$ cat config.mk
export PLATFORM = sky130hd
export DESIGN_NAME = sha256_byte_stream_hasher_unit
export DESIGN_NICKNAME = d
export VERILOG_FILES = /design/src/rtl/sbh_pkg.sv /design/src/rtl/sha256_byte_stream_hasher_unit.sv /design/src/rtl/sbh_ctrl.sv /design/src/rtl/sbh_sched.sv /design/src/rtl/sbh_round.sv
export SDC_FILE = /design/constraint.sdc
export NUM_CORES = 2
export LEC_CHECK = 0
export BUFFER_PORTS_ARGS = -buffer_cell sky130_fd_sc_hd__buf_2
export CORE_ASPECT_RATIO = 1.1
export CORE_MARGIN = 2
export CORE_UTILIZATION = 45
export CTS_CLUSTER_SIZE = 28
export DETAILED_ROUTE_END_ITERATION = 10
export GPL_TIMING_DRIVEN = 0
export HOLD_SLACK_MARGIN = 0.15
export PLACE_DENSITY = 0.68
export SLEW_MARGIN = 10
export SYNTH_ARGS = -nofsm -noshare
export SYNTH_HDL_FRONTEND = slang
export SYNTH_HIERARCHICAL = 1
export SYNTH_SLANG_ARGS = --single-unit
$ cat constraint.sdc
create_clock -name clk -period 25.1 [get_ports clk]
set_clock_uncertainty 0.2 [all_clocks]
set_input_delay 3.765 -clock clk [delete_from_list [all_inputs] [get_ports clk]]
set_output_delay 3.765 -clock clk [all_outputs]
set_load 0.01 [all_outputs]
$ cat src/rtl/sbh_pkg.sv
// ============================================================================
// SHA-256 byte stream hasher package
// Shared types, constants and round functions of the SHA-256 hasher.
// ============================================================================
`default_nettype none

package sbh_pkg;

    // Operation codes of an input beat.
    localparam logic OP_ABSORB = 1'b0;
    localparam logic OP_FINISH = 1'b1;

    // Padding and sequencing constants.
    localparam logic [7:0]  PAD_MARK      = 8'h80;
    localparam logic [7:0]  PAD_ZERO      = 8'h00;
    localparam logic [5:0]  LEN_FILL      = 6'd56;
    localparam logic [5:0]  BLOCK_LAST    = 6'd63;
    localparam logic [5:0]  ROUND_LAST    = 6'd63;
    localparam logic [2:0]  WORD_LAST     = 3'd7;
    localparam logic [63:0] BLOCK_BITS    = 64'd512;

    localparam logic [31:0] ROUND_K [64] = '{
        32'h428a2f98, 32'h71374491, 32'hb5c0fbcf, 32'he9b5dba5,
        32'h3956c25b, 32'h59f111f1, 32'h923f82a4, 32'hab1c5ed5,
        32'hd807aa98, 32'h12835b01, 32'h243185be, 32'h550c7dc3,
        32'h72be5d74, 32'h80deb1fe, 32'h9bdc06a7, 32'hc19bf174,
        32'he49b69c1, 32'hefbe4786, 32'h0fc19dc6, 32'h240ca1cc,
        32'h2de92c6f, 32'h4a7484aa, 32'h5cb0a9dc, 32'h76f988da,
        32'h983e5152, 32'ha831c66d, 32'hb00327c8, 32'hbf597fc7,
        32'hc6e00bf3, 32'hd5a79147, 32'h06ca6351, 32'h14292967,
        32'h27b70a85, 32'h2e1b2138, 32'h4d2c6dfc, 32'h53380d13,
        32'h650a7354, 32'h766a0abb, 32'h81c2c92e, 32'h92722c85,
        32'ha2bfe8a1, 32'ha81a664b, 32'hc24b8b70, 32'hc76c51a3,
        32'hd192e819, 32'hd6990624, 32'hf40e3585, 32'h106aa070,
        32'h19a4c116, 32'h1e376c08, 32'h2748774c, 32'h34b0bcb5,
        32'h391c0cb3, 32'h4ed8aa4a, 32'h5b9cca4f, 32'h682e6ff3,
        32'h748f82ee, 32'h78a5636f, 32'h84c87814, 32'h8cc70208,
        32'h90befffa, 32'ha4506ceb, 32'hbef9a3f7, 32'hc67178f2
    };

    localparam logic [31:0] INIT_H [8] = '{
        32'h6a09e667, 32'hbb67ae85, 32'h3c6ef372, 32'ha54ff53a,
        32'h510e527f, 32'h9b05688c, 32'h1f83d9ab, 32'h5be0cd19
    };

    // Sequencer states.
    typedef enum logic [2:0] {
        ST_IDLE,
        ST_MARK,
        ST_ZERO,
        ST_LEN,
        ST_ROUND,
        ST_FINAL,
        ST_OUT
    } state_t;

    // What follows a compression.
    typedef enum logic [1:0] {
        CONT_IDLE,
        CONT_PAD,
        CONT_OUT
    } cont_t;

    // Control from the sequencer to the datapath.
    typedef struct packed {
        logic       byte_shift;
        logic [7:0] byte_val;
        logic       round_load;
        logic       round_en;
        logic [5:0] round_idx;
        logic       final_add;
        logic       out_shift;
        logic [2:0] out_idx;
    } ctrl_t;

    function automatic logic [31:0] rotr(input logic [31:0] x, input int unsigned n);
        return (x >> n) | (x << (32 - n));
    endfunction

    function automatic logic [31:0] bsig0(input logic [31:0] x);
        return rotr(x, 2) ^ rotr(x, 13) ^ rotr(x, 22);
    endfunction

    function automatic logic [31:0] bsig1(input logic [31:0] x);
        return rotr(x, 6) ^ rotr(x, 11) ^ rotr(x, 25);
    endfunction

    function automatic logic [31:0] ssig0(input logic [31:0] x);
        return rotr(x, 7) ^ rotr(x, 18) ^ (x >> 3);
    endfunction

    function automatic logic [31:0] ssig1(input logic [31:0] x);
        return rotr(x, 17) ^ rotr(x, 19) ^ (x >> 10);
    endfunction

endpackage

`default_nettype wire

$ cat src/rtl/sha256_byte_stream_hasher_unit.sv
// ============================================================================
// SHA-256 byte stream hasher
// Hashes a byte stream and returns the eight digest words on finish.
// ============================================================================
// Usage: the input channel (in_valid/in_ready) carries one beat per item. An
// absorb beat (op = 0) brings one message byte in data_byte; a finish beat
// (op = 1) closes the message. The output channel (out_valid/out_ready)
// returns eight beats per finish: digest_word for word_index 0 to 7, with
// last high on word 7. The first digest byte is the top byte of word 0.
// Throughput: the block takes one absorb beat per cycle while it is idle;
// every 64th byte starts a compression (64 rounds of the shared round unit
// plus the chaining addition), during which in_ready is low.
// After a finish beat the padding bytes go into the block one per cycle,
// then the compression; a second block is needed when 56 or more bytes
// are pending.
// Reset clears the byte count and length and loads the initial hash values.
// in_ready is low while a block is compressed or the digest is out; when the
// receiver stalls, the current digest beat holds until it is taken, and the
// block takes the next message once the eighth beat has gone.
// ============================================================================
`default_nettype none

module sha256_byte_stream_hasher_unit (
    input  wire logic        clk,
    input  wire logic        rst_n,
    input  wire logic        in_valid,
    output logic             in_ready,
    input  wire logic        op,
    input  wire logic [7:0]  data_byte,
    output logic             out_valid,
    input  wire logic        out_ready,
    output logic [31:0]      digest_word,
    output logic [2:0]       word_index,
    output logic             last
);

    sbh_pkg::ctrl_t ctrl;
    logic [31:0]    w0;

    sbh_ctrl u_ctrl (
        .clk        (clk),
        .rst_n      (rst_n),
        .in_valid   (in_valid),
        .in_ready   (in_ready),
        .op         (op),
        .data_byte  (data_byte),
        .out_valid  (out_valid),
        .out_ready  (out_ready),
        .word_index (word_index),
        .last       (last),
        .ctrl       (ctrl)
    );

    sbh_sched u_sched (
        .clk  (clk),
        .ctrl (ctrl),
        .w0   (w0)
    );

    sbh_round u_round (
        .clk         (clk),
        .rst_n       (rst_n),
        .ctrl        (ctrl),
        .w0          (w0),
        .digest_word (digest_word)
    );

`ifndef SYNTHESIS
    // The block never takes input while it presents a digest word.
    a_no_overlap: assert property (@(posedge clk) disable iff (!rst_n)
        !(in_ready && out_valid))
        else $error("input accepted while digest is presented");

    // A finish beat starts padding; nothing is offered or taken next cycle.
    a_finish_busy: assert property (@(posedge clk) disable iff (!rst_n)
        (in_valid && in_ready && op == sbh_pkg::OP_FINISH) |=> (!in_ready && !out_valid))
        else $error("finish did not start padding");

    // After the last digest beat the block is ready for a new message.
    a_last_idle: assert property (@(posedge clk) disable iff (!rst_n)
        (out_valid && out_ready && last) |=> (in_ready && !out_valid))
        else $error("block not idle after last digest word");
`endif

endmodule

`default_nettype wire

$ cat src/rtl/sbh_ctrl.sv
// ============================================================================
// SHA-256 hasher sequencer
// Tracks fill and length, walks padding, rounds and digest output.
// ============================================================================
`default_nettype none

module sbh_ctrl (
    input  wire logic          clk,
    input  wire logic          rst_n,
    input  wire logic          in_valid,
    output logic               in_ready,
    input  wire logic          op,
    input  wire logic [7:0]    data_byte,
    output logic               out_valid,
    input  wire logic          out_ready,
    output logic [2:0]         word_index,
    output logic               last,
    output sbh_pkg::ctrl_t     ctrl
);

    sbh_pkg::state_t state_reg, state_next;
    sbh_pkg::cont_t  cont_reg, cont_next;
    logic [5:0]      fill_reg, fill_next;
    logic [63:0]     bits_reg, bits_next;
    logic [63:0]     total_reg, total_next;
    logic [5:0]      rnd_reg, rnd_next;
    logic [2:0]      idx_reg, idx_next;

    always_ff @(posedge clk or negedge rst_n)
    begin
        if (!rst_n)
        begin
            state_reg <= sbh_pkg::ST_IDLE;
            cont_reg  <= sbh_pkg::CONT_IDLE;
            fill_reg  <= '0;
            bits_reg  <= '0;
            total_reg <= '0;
            rnd_reg   <= '0;
            idx_reg   <= '0;
        end
        else
        begin
            state_reg <= state_next;
            cont_reg  <= cont_next;
            fill_reg  <= fill_next;
            bits_reg  <= bits_next;
            total_reg <= total_next;
            rnd_reg   <= rnd_next;
            idx_reg   <= idx_next;
        end
    end

    always_comb
    begin
        state_next      = state_reg;
        cont_next       = cont_reg;
        fill_next       = fill_reg;
        bits_next       = bits_reg;
        total_next      = total_reg;
        rnd_next        = rnd_reg;
        idx_next        = idx_reg;
        in_ready        = 1'b0;
        out_valid       = 1'b0;
        ctrl            = '0;
        ctrl.round_idx  = rnd_reg;
        ctrl.out_idx    = idx_reg;
        case (state_reg)
            sbh_pkg::ST_IDLE:
            begin
                in_ready = 1'b1;
                if (in_valid)
                begin
                    if (op == sbh_pkg::OP_ABSORB)
                    begin
                        ctrl.byte_shift = 1'b1;
                        ctrl.byte_val   = data_byte;
                        fill_next       = fill_reg + 6'd1;
                        if (fill_reg == sbh_pkg::BLOCK_LAST)
                        begin
                            ctrl.round_load = 1'b1;
                            bits_next       = bits_reg + sbh_pkg::BLOCK_BITS;
                            cont_next       = sbh_pkg::CONT_IDLE;
                            rnd_next        = '0;
                            state_next      = sbh_pkg::ST_ROUND;
                        end
                    end
                    else
                    begin
                        total_next = bits_reg + {55'd0, fill_reg, 3'b000};
                        state_next = sbh_pkg::ST_MARK;
                    end
                end
            end
            sbh_pkg::ST_MARK:
            begin
                ctrl.byte_shift = 1'b1;
                ctrl.byte_val   = sbh_pkg::PAD_MARK;
                fill_next       = fill_reg + 6'd1;
                if (fill_reg == sbh_pkg::BLOCK_LAST)
                begin
                    ctrl.round_load = 1'b1;
                    cont_next       = sbh_pkg::CONT_PAD;
                    rnd_next        = '0;
                    state_next      = sbh_pkg::ST_ROUND;
                end
                else
                begin
                    state_next = sbh_pkg::ST_ZERO;
                end
            end
            sbh_pkg::ST_ZERO:
            begin
                if (fill_reg == sbh_pkg::LEN_FILL)
                begin
                    state_next = sbh_pkg::ST_LEN;
                end
                else
                begin
                    ctrl.byte_shift = 1'b1;
                    ctrl.byte_val   = sbh_pkg::PAD_ZERO;
                    fill_next       = fill_reg + 6'd1;
                    if (fill_reg == sbh_pkg::BLOCK_LAST)
                    begin
                        ctrl.round_load = 1'b1;
                        cont_next       = sbh_pkg::CONT_PAD;
                        rnd_next        = '0;
                        state_next      = sbh_pkg::ST_ROUND;
                    end
                end
            end
            sbh_pkg::ST_LEN:
            begin
                // Length goes out most significant byte first.
                ctrl.byte_shift = 1'b1;
                ctrl.byte_val   = total_reg[63:56];
                total_next      = {total_reg[55:0], 8'h00};
                fill_next       = fill_reg + 6'd1;
                if (fill_reg == sbh_pkg::BLOCK_LAST)
                begin
                    ctrl.round_load = 1'b1;
                    cont_next       = sbh_pkg::CONT_OUT;
                    rnd_next        = '0;
                    state_next      = sbh_pkg::ST_ROUND;
                end
            end
            sbh_pkg::ST_ROUND:
            begin
                ctrl.round_en = 1'b1;
                rnd_next      = rnd_reg + 6'd1;
                if (rnd_reg == sbh_pkg::ROUND_LAST)
                begin
                    state_next = sbh_pkg::ST_FINAL;
                end
            end
            sbh_pkg::ST_FINAL:
            begin
                ctrl.final_add = 1'b1;
                case (cont_reg)
                    sbh_pkg::CONT_PAD:
                    begin
                        state_next = sbh_pkg::ST_ZERO;
                    end
                    sbh_pkg::CONT_OUT:
                    begin
                        idx_next   = '0;
                        state_next = sbh_pkg::ST_OUT;
                    end
                    default:
                    begin
                        state_next = sbh_pkg::ST_IDLE;
                    end
                endcase
            end
            sbh_pkg::ST_OUT:
            begin
                out_valid = 1'b1;
                if (out_ready)
                begin
                    ctrl.out_shift = 1'b1;
                    idx_next       = idx_reg + 3'd1;
                    if (idx_reg == sbh_pkg::WORD_LAST)
                    begin
                        bits_next  = '0;
                        state_next = sbh_pkg::ST_IDLE;
                    end
                end
            end
            default:
            begin
                state_next = sbh_pkg::ST_IDLE;
            end
        endcase
    end

    assign word_index = idx_reg;
    assign last       = (idx_reg == sbh_pkg::WORD_LAST);

endmodule

`default_nettype wire

$ cat src/rtl/sbh_sched.sv
// ============================================================================
// SHA-256 block window and message schedule
// Sixteen-word window that takes message bytes and expands the schedule.
// ============================================================================
`default_nettype none

module sbh_sched (
    input  wire logic           clk,
    input  wire sbh_pkg::ctrl_t ctrl,
    output logic [31:0]         w0
);

    // Word i of the window sits at bits [511-32*i -: 32]; word 0 is the oldest.
    logic [511:0] win_reg, win_next;
    logic [31:0]  w_new;

    assign w_new = sbh_pkg::ssig1(win_reg[511-32*14 -: 32]) + win_reg[511-32*9 -: 32]
                 + sbh_pkg::ssig0(win_reg[511-32*1 -: 32]) + win_reg[511 -: 32];

    always_comb
    begin
        win_next = win_reg;
        if (ctrl.byte_shift)
        begin
            win_next = {win_reg[503:0], ctrl.byte_val};
        end
        else if (ctrl.round_en)
        begin
            win_next = {win_reg[479:0], w_new};
        end
    end

    always_ff @(posedge clk)
    begin
        win_reg <= win_next;
    end

    assign w0 = win_reg[511 -: 32];

endmodule

`default_nettype wire

$ cat src/rtl/sbh_round.sv
// ============================================================================
// SHA-256 round unit
// Working variables, one shared round per cycle, and the chaining words.
// ============================================================================
`default_nettype none

module sbh_round (
    input  wire logic           clk,
    input  wire logic           rst_n,
    input  wire sbh_pkg::ctrl_t ctrl,
    input  wire logic [31:0]    w0,
    output logic [31:0]         digest_word
);

    logic [31:0] chain_reg [8];
    logic [31:0] chain_next [8];
    logic [31:0] v_reg [8];
    logic [31:0] v_next [8];
    logic [31:0] t1;
    logic [31:0] t2;
    logic [31:0] ch;
    logic [31:0] maj;

    assign ch  = (v_reg[4] & v_reg[5]) ^ (~v_reg[4] & v_reg[6]);
    assign maj = (v_reg[0] & v_reg[1]) ^ (v_reg[0] & v_reg[2]) ^ (v_reg[1] & v_reg[2]);
    assign t1  = v_reg[7] + sbh_pkg::bsig1(v_reg[4]) + ch
               + sbh_pkg::ROUND_K[ctrl.round_idx] + w0;
    assign t2  = sbh_pkg::bsig0(v_reg[0]) + maj;

    always_comb
    begin
        v_next = v_reg;
        if (ctrl.round_load)
        begin
            v_next = chain_reg;
        end
        else if (ctrl.round_en)
        begin
            v_next[7] = v_reg[6];
            v_next[6] = v_reg[5];
            v_next[5] = v_reg[4];
            v_next[4] = v_reg[3] + t1;
            v_next[3] = v_reg[2];
            v_next[2] = v_reg[1];
            v_next[1] = v_reg[0];
            v_next[0] = t1 + t2;
        end
    end

    // While the digest is read out the words move toward word 0, and the
    // initial values fill in from the top, so the last beat leaves them reset.
    always_comb
    begin
        chain_next = chain_reg;
        if (ctrl.final_add)
        begin
            for (int i = 0; i < 8; i++)
            begin
                chain_next[i] = chain_reg[i] + v_reg[i];
            end
        end
        else if (ctrl.out_shift)
        begin
            for (int i = 0; i < 7; i++)
            begin
                chain_next[i] = chain_reg[i+1];
            end
            chain_next[7] = sbh_pkg::INIT_H[ctrl.out_idx];
        end
    end

    always_ff @(posedge clk or negedge rst_n)
    begin
        if (!rst_n)
        begin
            chain_reg <= sbh_pkg::INIT_H;
        end
        else
        begin
            chain_reg <= chain_next;
        end
    end

    always_ff @(posedge clk)
    begin
        v_reg <= v_next;
    end

    assign digest_word = chain_reg[0];

endmodule

`default_nettype wire
==> flow_summary.html <==
<table>
<tr><th>Metric</th><th>Value</th></tr>
<tr><th colspan="2">Yosys</th></tr>
<tr><td>Dominant synthesized flop cell</td><td>sky130_fd_sc_hd__edfxtp_1</td></tr>
<tr><td>Main combinational cell family by area after synthesis</td><td>compound AO/OA/AOI/OAI gates</td></tr>
<tr><td>Mean instance size in the synthesized netlist</td><td>10.7 sq um</td></tr>
<tr><td>Sequential element share of the synthesized area</td><td>0.414</td></tr>
<tr><td>Post-synthesis async set-or-reset flop share</td><td>0.339</td></tr>
<tr><td>Area fraction in and, or, nand and nor cells after synthesis</td><td>0.0902</td></tr>
<tr><td>Adder-cell area share of the yosys netlist</td><td>0.113</td></tr>
<tr><td>Share of the synthesized netlist area taken by xor and xnor gates</td><td>0.0621</td></tr>
<tr><td>Post-synthesis compound-gate area fraction</td><td>0.146</td></tr>
<tr><td>Mapped cell area</td><td>0.0800 sq mm</td></tr>
<tr><td>Flops &amp; latches, synth</td><td>1,161</td></tr>
<tr><td>Synth Warn #</td><td>6</td></tr>
<tr><td>Synthesized netlist cell count</td><td>7,495</td></tr>
<tr><td>Mux share of post-synthesis cell area</td><td>0.131</td></tr>
<tr><td>Nets in the synthesized netlist</td><td>8,110</td></tr>
<tr><td>Count of flip-flops with a built-in enable after synthesis</td><td>768</td></tr>
<tr><td>Distinct cell type count of the synthesized netlist</td><td>117</td></tr>
<tr><th colspan="2">Floorplanning</th></tr>
<tr><td>Starting Density</td><td>0.452</td></tr>
<tr><td>Cell row count</td><td>162</td></tr>
<tr><td>Width of the die</td><td>406 um</td></tr>
<tr><td>Core area</td><td>0.177 sq mm</td></tr>
<tr><td>Die Y-Extent</td><td>446 um</td></tr>
<tr><td>IO Pins</td><td>51</td></tr>
<tr><td>Die Footprint</td><td>0.181 sq mm</td></tr>
<tr><th colspan="2">Worst setup path</th></tr>
<tr><td>Most frequent CP cell</td><td>sky130_fd_sc_hd__inv_1</td></tr>
<tr><td>Peak fanout along the critical path</td><td>13</td></tr>
<tr><td>Worst path slowest cell</td><td>sky130_fd_sc_hd__a21oi_1</td></tr>
<tr><td>Startpoint-to-endpoint class of the critical path</td><td>reg -&gt; reg</td></tr>
<tr><td>Buf+Inv Stages, Crit Path</td><td>5</td></tr>
<tr><td>Top delay family on crit path</td><td>compound AO/OA/AOI/OAI gates</td></tr>
<tr><td>Startpoint type of the worst setup path</td><td>flip-flop</td></tr>
<tr><td>Setup crit end kind</td><td>flip-flop</td></tr>
<tr><td>Worst endpoint required time</td><td>25.43 ns</td></tr>
<tr><td>Largest stage delay, worst path</td><td>0.88 ns</td></tr>
<tr><td>Data arrival at the endpoint of the critical path</td><td>12.45 ns</td></tr>
<tr><th colspan="2">Global route</th></tr>
<tr><td>Global-route wire length before repair</td><td>409,000 um</td></tr>
<tr><td>Antenna violations before repair</td><td>8</td></tr>
<tr><td>Maximum number of pins on one net before global-route repair</td><td>114</td></tr>
<tr><td>Congestion Overflow GR</td><td>0</td></tr>
<tr><td>Via count of the first global-routing pass</td><td>60,800</td></tr>
<tr><td>Total routing resource utilization after global routing</td><td>0.307</td></tr>
<tr><th colspan="2">CTS</th></tr>
<tr><td>Clock Root Buffer</td><td>sky130_fd_sc_hd__clkbuf_16</td></tr>
<tr><td>Clock transition at the registers of the reported paths</td><td>0.06 ns</td></tr>
<tr><td>Setup fix buffers added after clock tree synthesis</td><td>0</td></tr>
<tr><td>CTS Hold Bufs</td><td>0</td></tr>
<tr><td>Clock latency reported for the late side of the worst-skew pair</td><td>0.84 ns</td></tr>
<tr><td>Clock buffer depth</td><td>3</td></tr>
<tr><td>TritonCTS buffer count</td><td>137</td></tr>
<tr><td>CTS Sinks</td><td>1,161</td></tr>
<tr><td># resized after CTS</td><td>0</td></tr>
<tr><td>Level count of the clock H-tree</td><td>4</td></tr>
<tr><td>CTS tree</td><td>done</td></tr>
<tr><th colspan="2">Run status</th></tr>
<tr><td>Violations in the final reports</td><td>capacitance limit</td></tr>
<tr><td>Status</td><td>complete, but fails checks</td></tr>
<tr><th colspan="2">Finish</th></tr>
<tr><td>Post-layout nets</td><td>8,320</td></tr>
<tr><td>Most common library cell in the layout ignoring fill and taps</td><td>sky130_fd_sc_hd__edfxtp_1</td></tr>
<tr><td>Ratio of cells with drive above 1 in the final layout</td><td>0.169</td></tr>
<tr><td>Number of flip-flops in the largest register</td><td>512</td></tr>
<tr><td>Layout overhead on the synthesized area</td><td>10.6%</td></tr>
<tr><td>Filler cell count in the final layout</td><td>16,000</td></tr>
<tr><td>Commonest non-fill, non-tap cells in the layout</td><td>768 x sky130_fd_sc_hd__edfxtp_1, 708 x sky130_fd_sc_hd__mux2_2, 610 x sky130_fd_sc_hd__nand2_1</td></tr>
<tr><td>Final cell utilization of the core</td><td>0.500</td></tr>
<tr><th colspan="2">Drt</th></tr>
<tr><td>Drt first pass iters</td><td>6</td></tr>
<tr><td>Post-route DRC</td><td>0</td></tr>
<tr><td>Remaining antenna violation count after routing</td><td>0</td></tr>
<tr><td>Vias per cell</td><td>6.11</td></tr>
<tr><td>Vias post-DR</td><td>62,300</td></tr>
<tr><td>Routed WL</td><td>282,000 um</td></tr>
<tr><td>Post-detailed-route wirelength per cell</td><td>27.7 um</td></tr>
<tr><td>Initial DRC count</td><td>6,721</td></tr>
<tr><th colspan="2">Timing</th></tr>
<tr><td>Final hold violation count</td><td>0</td></tr>
<tr><td># setup viols final</td><td>0</td></tr>
<tr><td>Share of the clock period used by the worst path after layout</td><td>0.483</td></tr>
<tr><td>Slew margin rel.</td><td>0.00463</td></tr>
<tr><td>RSZ-0062 raised after global routing</td><td>no</td></tr>
<tr><td>Max Clock Freq</td><td>82.5 MHz</td></tr>
<tr><td>Worst Max-Slew Pin Slew</td><td>1.49 ns</td></tr>
<tr><td>Total negative setup slack</td><td>0 ns</td></tr>
<tr><td>Time the final worst path needs with I/O delays and setup</td><td>12.12 ns</td></tr>
<tr><td>Slew Viols, Final</td><td>0</td></tr>
<tr><th colspan="2">Worst hold path</th></tr>
<tr><td>Worst Hold Class</td><td>reg -&gt; reg</td></tr>
<tr><th colspan="2">Place</th></tr>
<tr><td>Final RePlAce weighted congestion</td><td>1.02</td></tr>
<tr><td>IO Port Bufs</td><td>50</td></tr>
<tr><td>Estimated wirelength of the detail-placed design</td><td>215,000 um</td></tr>
<tr><th colspan="2">Flow run</th></tr>
<tr><td>Maxcap violations</td><td>1</td></tr>
</table>
## synth_stat cells, types with 27 or more instances
cell | instances | area, sq um
sky130_fd_sc_hd__edfxtp_1 | 768 | 23100
sky130_fd_sc_hd__mux2_2 | 708 | 7970
sky130_fd_sc_hd__nand2_1 | 610 | 2290
sky130_fd_sc_hd__o21ai_0 | 583 | 2920
sky130_fd_sc_hd__inv_1 | 445 | 1670
sky130_fd_sc_hd__a21oi_1 | 438 | 2190
sky130_fd_sc_hd__ha_1 | 406 | 5080
sky130_fd_sc_hd__xnor2_1 | 348 | 3050
sky130_fd_sc_hd__nor2_1 | 269 | 1010
sky130_fd_sc_hd__clkbuf_1 | 263 | 987
sky130_fd_sc_hd__dfrtp_1 | 257 | 6430
sky130_fd_sc_hd__mux2i_1 | 228 | 2280
sky130_fd_sc_hd__xor2_1 | 217 | 1900
sky130_fd_sc_hd__a21o_1 | 211 | 1580
sky130_fd_sc_hd__fa_1 | 196 | 3920
sky130_fd_sc_hd__dfstp_2 | 136 | 3570
sky130_fd_sc_hd__nand3_1 | 119 | 596
sky130_fd_sc_hd__a211oi_1 | 94 | 706
sky130_fd_sc_hd__nor2b_1 | 82 | 513
sky130_fd_sc_hd__nor3_1 | 71 | 355
sky130_fd_sc_hd__buf_4 | 68 | 510
sky130_fd_sc_hd__o31ai_1 | 63 | 473
sky130_fd_sc_hd__buf_1 | 61 | 229
sky130_fd_sc_hd__a31oi_1 | 59 | 369
sky130_fd_sc_hd__or3_1 | 54 | 338
sky130_fd_sc_hd__nand2b_1 | 48 | 300
sky130_fd_sc_hd__and3_1 | 45 | 282
sky130_fd_sc_hd__o21bai_1 | 44 | 330
sky130_fd_sc_hd__nand4_1 | 42 | 263
sky130_fd_sc_hd__o211ai_1 | 39 | 293
sky130_fd_sc_hd__o21a_1 | 39 | 293
sky130_fd_sc_hd__o21ai_1 | 31 | 155
sky130_fd_sc_hd__and2_1 | 30 | 188
sky130_fd_sc_hd__or4_1 | 27 | 203
## through the flow
stage	instances	worst slack (ns)	hold WS (ns)	instance area (sq um)
detailed placement	9944	13.53	0.269	83700
CTS	10200	13.46	0.286	88400
finish	10200	12.98	0.284	88500
global route	10200	12.65	0.314	88400
floorplan	7495	12.77	0.245	80000
global placement	9923	8.79	0.258	83200
## kinds of logic after synthesis
family,after synthesis
fa+ha+maj,605
flops,1161
buf+inv,858
xor+xnor,566
mux,945
simple gates,1514
compound gates,1846
## layer usage
layer | track usage | part of all wire
met2 | 0.493 | 0.46
met1 | 0.393 | 0.40
met4 | 0.160 | 0.057
met3 | 0.0597 | 0.080
met5 | 0 | 0.00019
## cell type report
class,count,area [sq um],share of cell area
Buffer,413,1870,0.0211
Tap cell,2378,2980,0.0336
Clock inverter,76,1060,0.0119
Clock buffer,178,3650,0.0413
Sequential cell,1161,33100,0.374
Multi-Input combinational cell,5476,43400,0.490
Timing Repair Buffer,71,778,0.00880
Antenna cell,3,7.51,0.0000849
Inverter,445,1670,0.0189
## worst reg2reg max path, delay by kind of cell (launching register included)
kind / cells / cell delay, ns
simple gates: 10 / 2.50
buf+inv: 5 / 1.28
compound gates: 13 / 4.11
xor+xnor: 2 / 0.92
fa+ha+maj: 5 / 2.12
flops: 1 / 0.68
## path summary, 6_finish.rpt
kind	endpoint	cells after the start	from	slack, ns
setup / recovery	u_round/v_reg[255]	35	u_ctrl/rnd_reg[1]	12.98
hold / removal	u_ctrl/total_reg[3]	2	u_ctrl/total_reg[3]	0.28
setup reg to reg	u_round/v_reg[255]	35	u_ctrl/rnd_reg[1]	12.98
hold reg to reg	u_ctrl/total_reg[3]	2	u_ctrl/total_reg[3]	0.28
max in group asynchronous	u_round/chain_reg[14]	3	rst_n	20.58
min in group asynchronous	u_round/digest_word[3]	1	rst_n	2.63
Power is not shown: default switching activity piles up to over one toggle a cycle in this logic, so the estimate is an artifact.
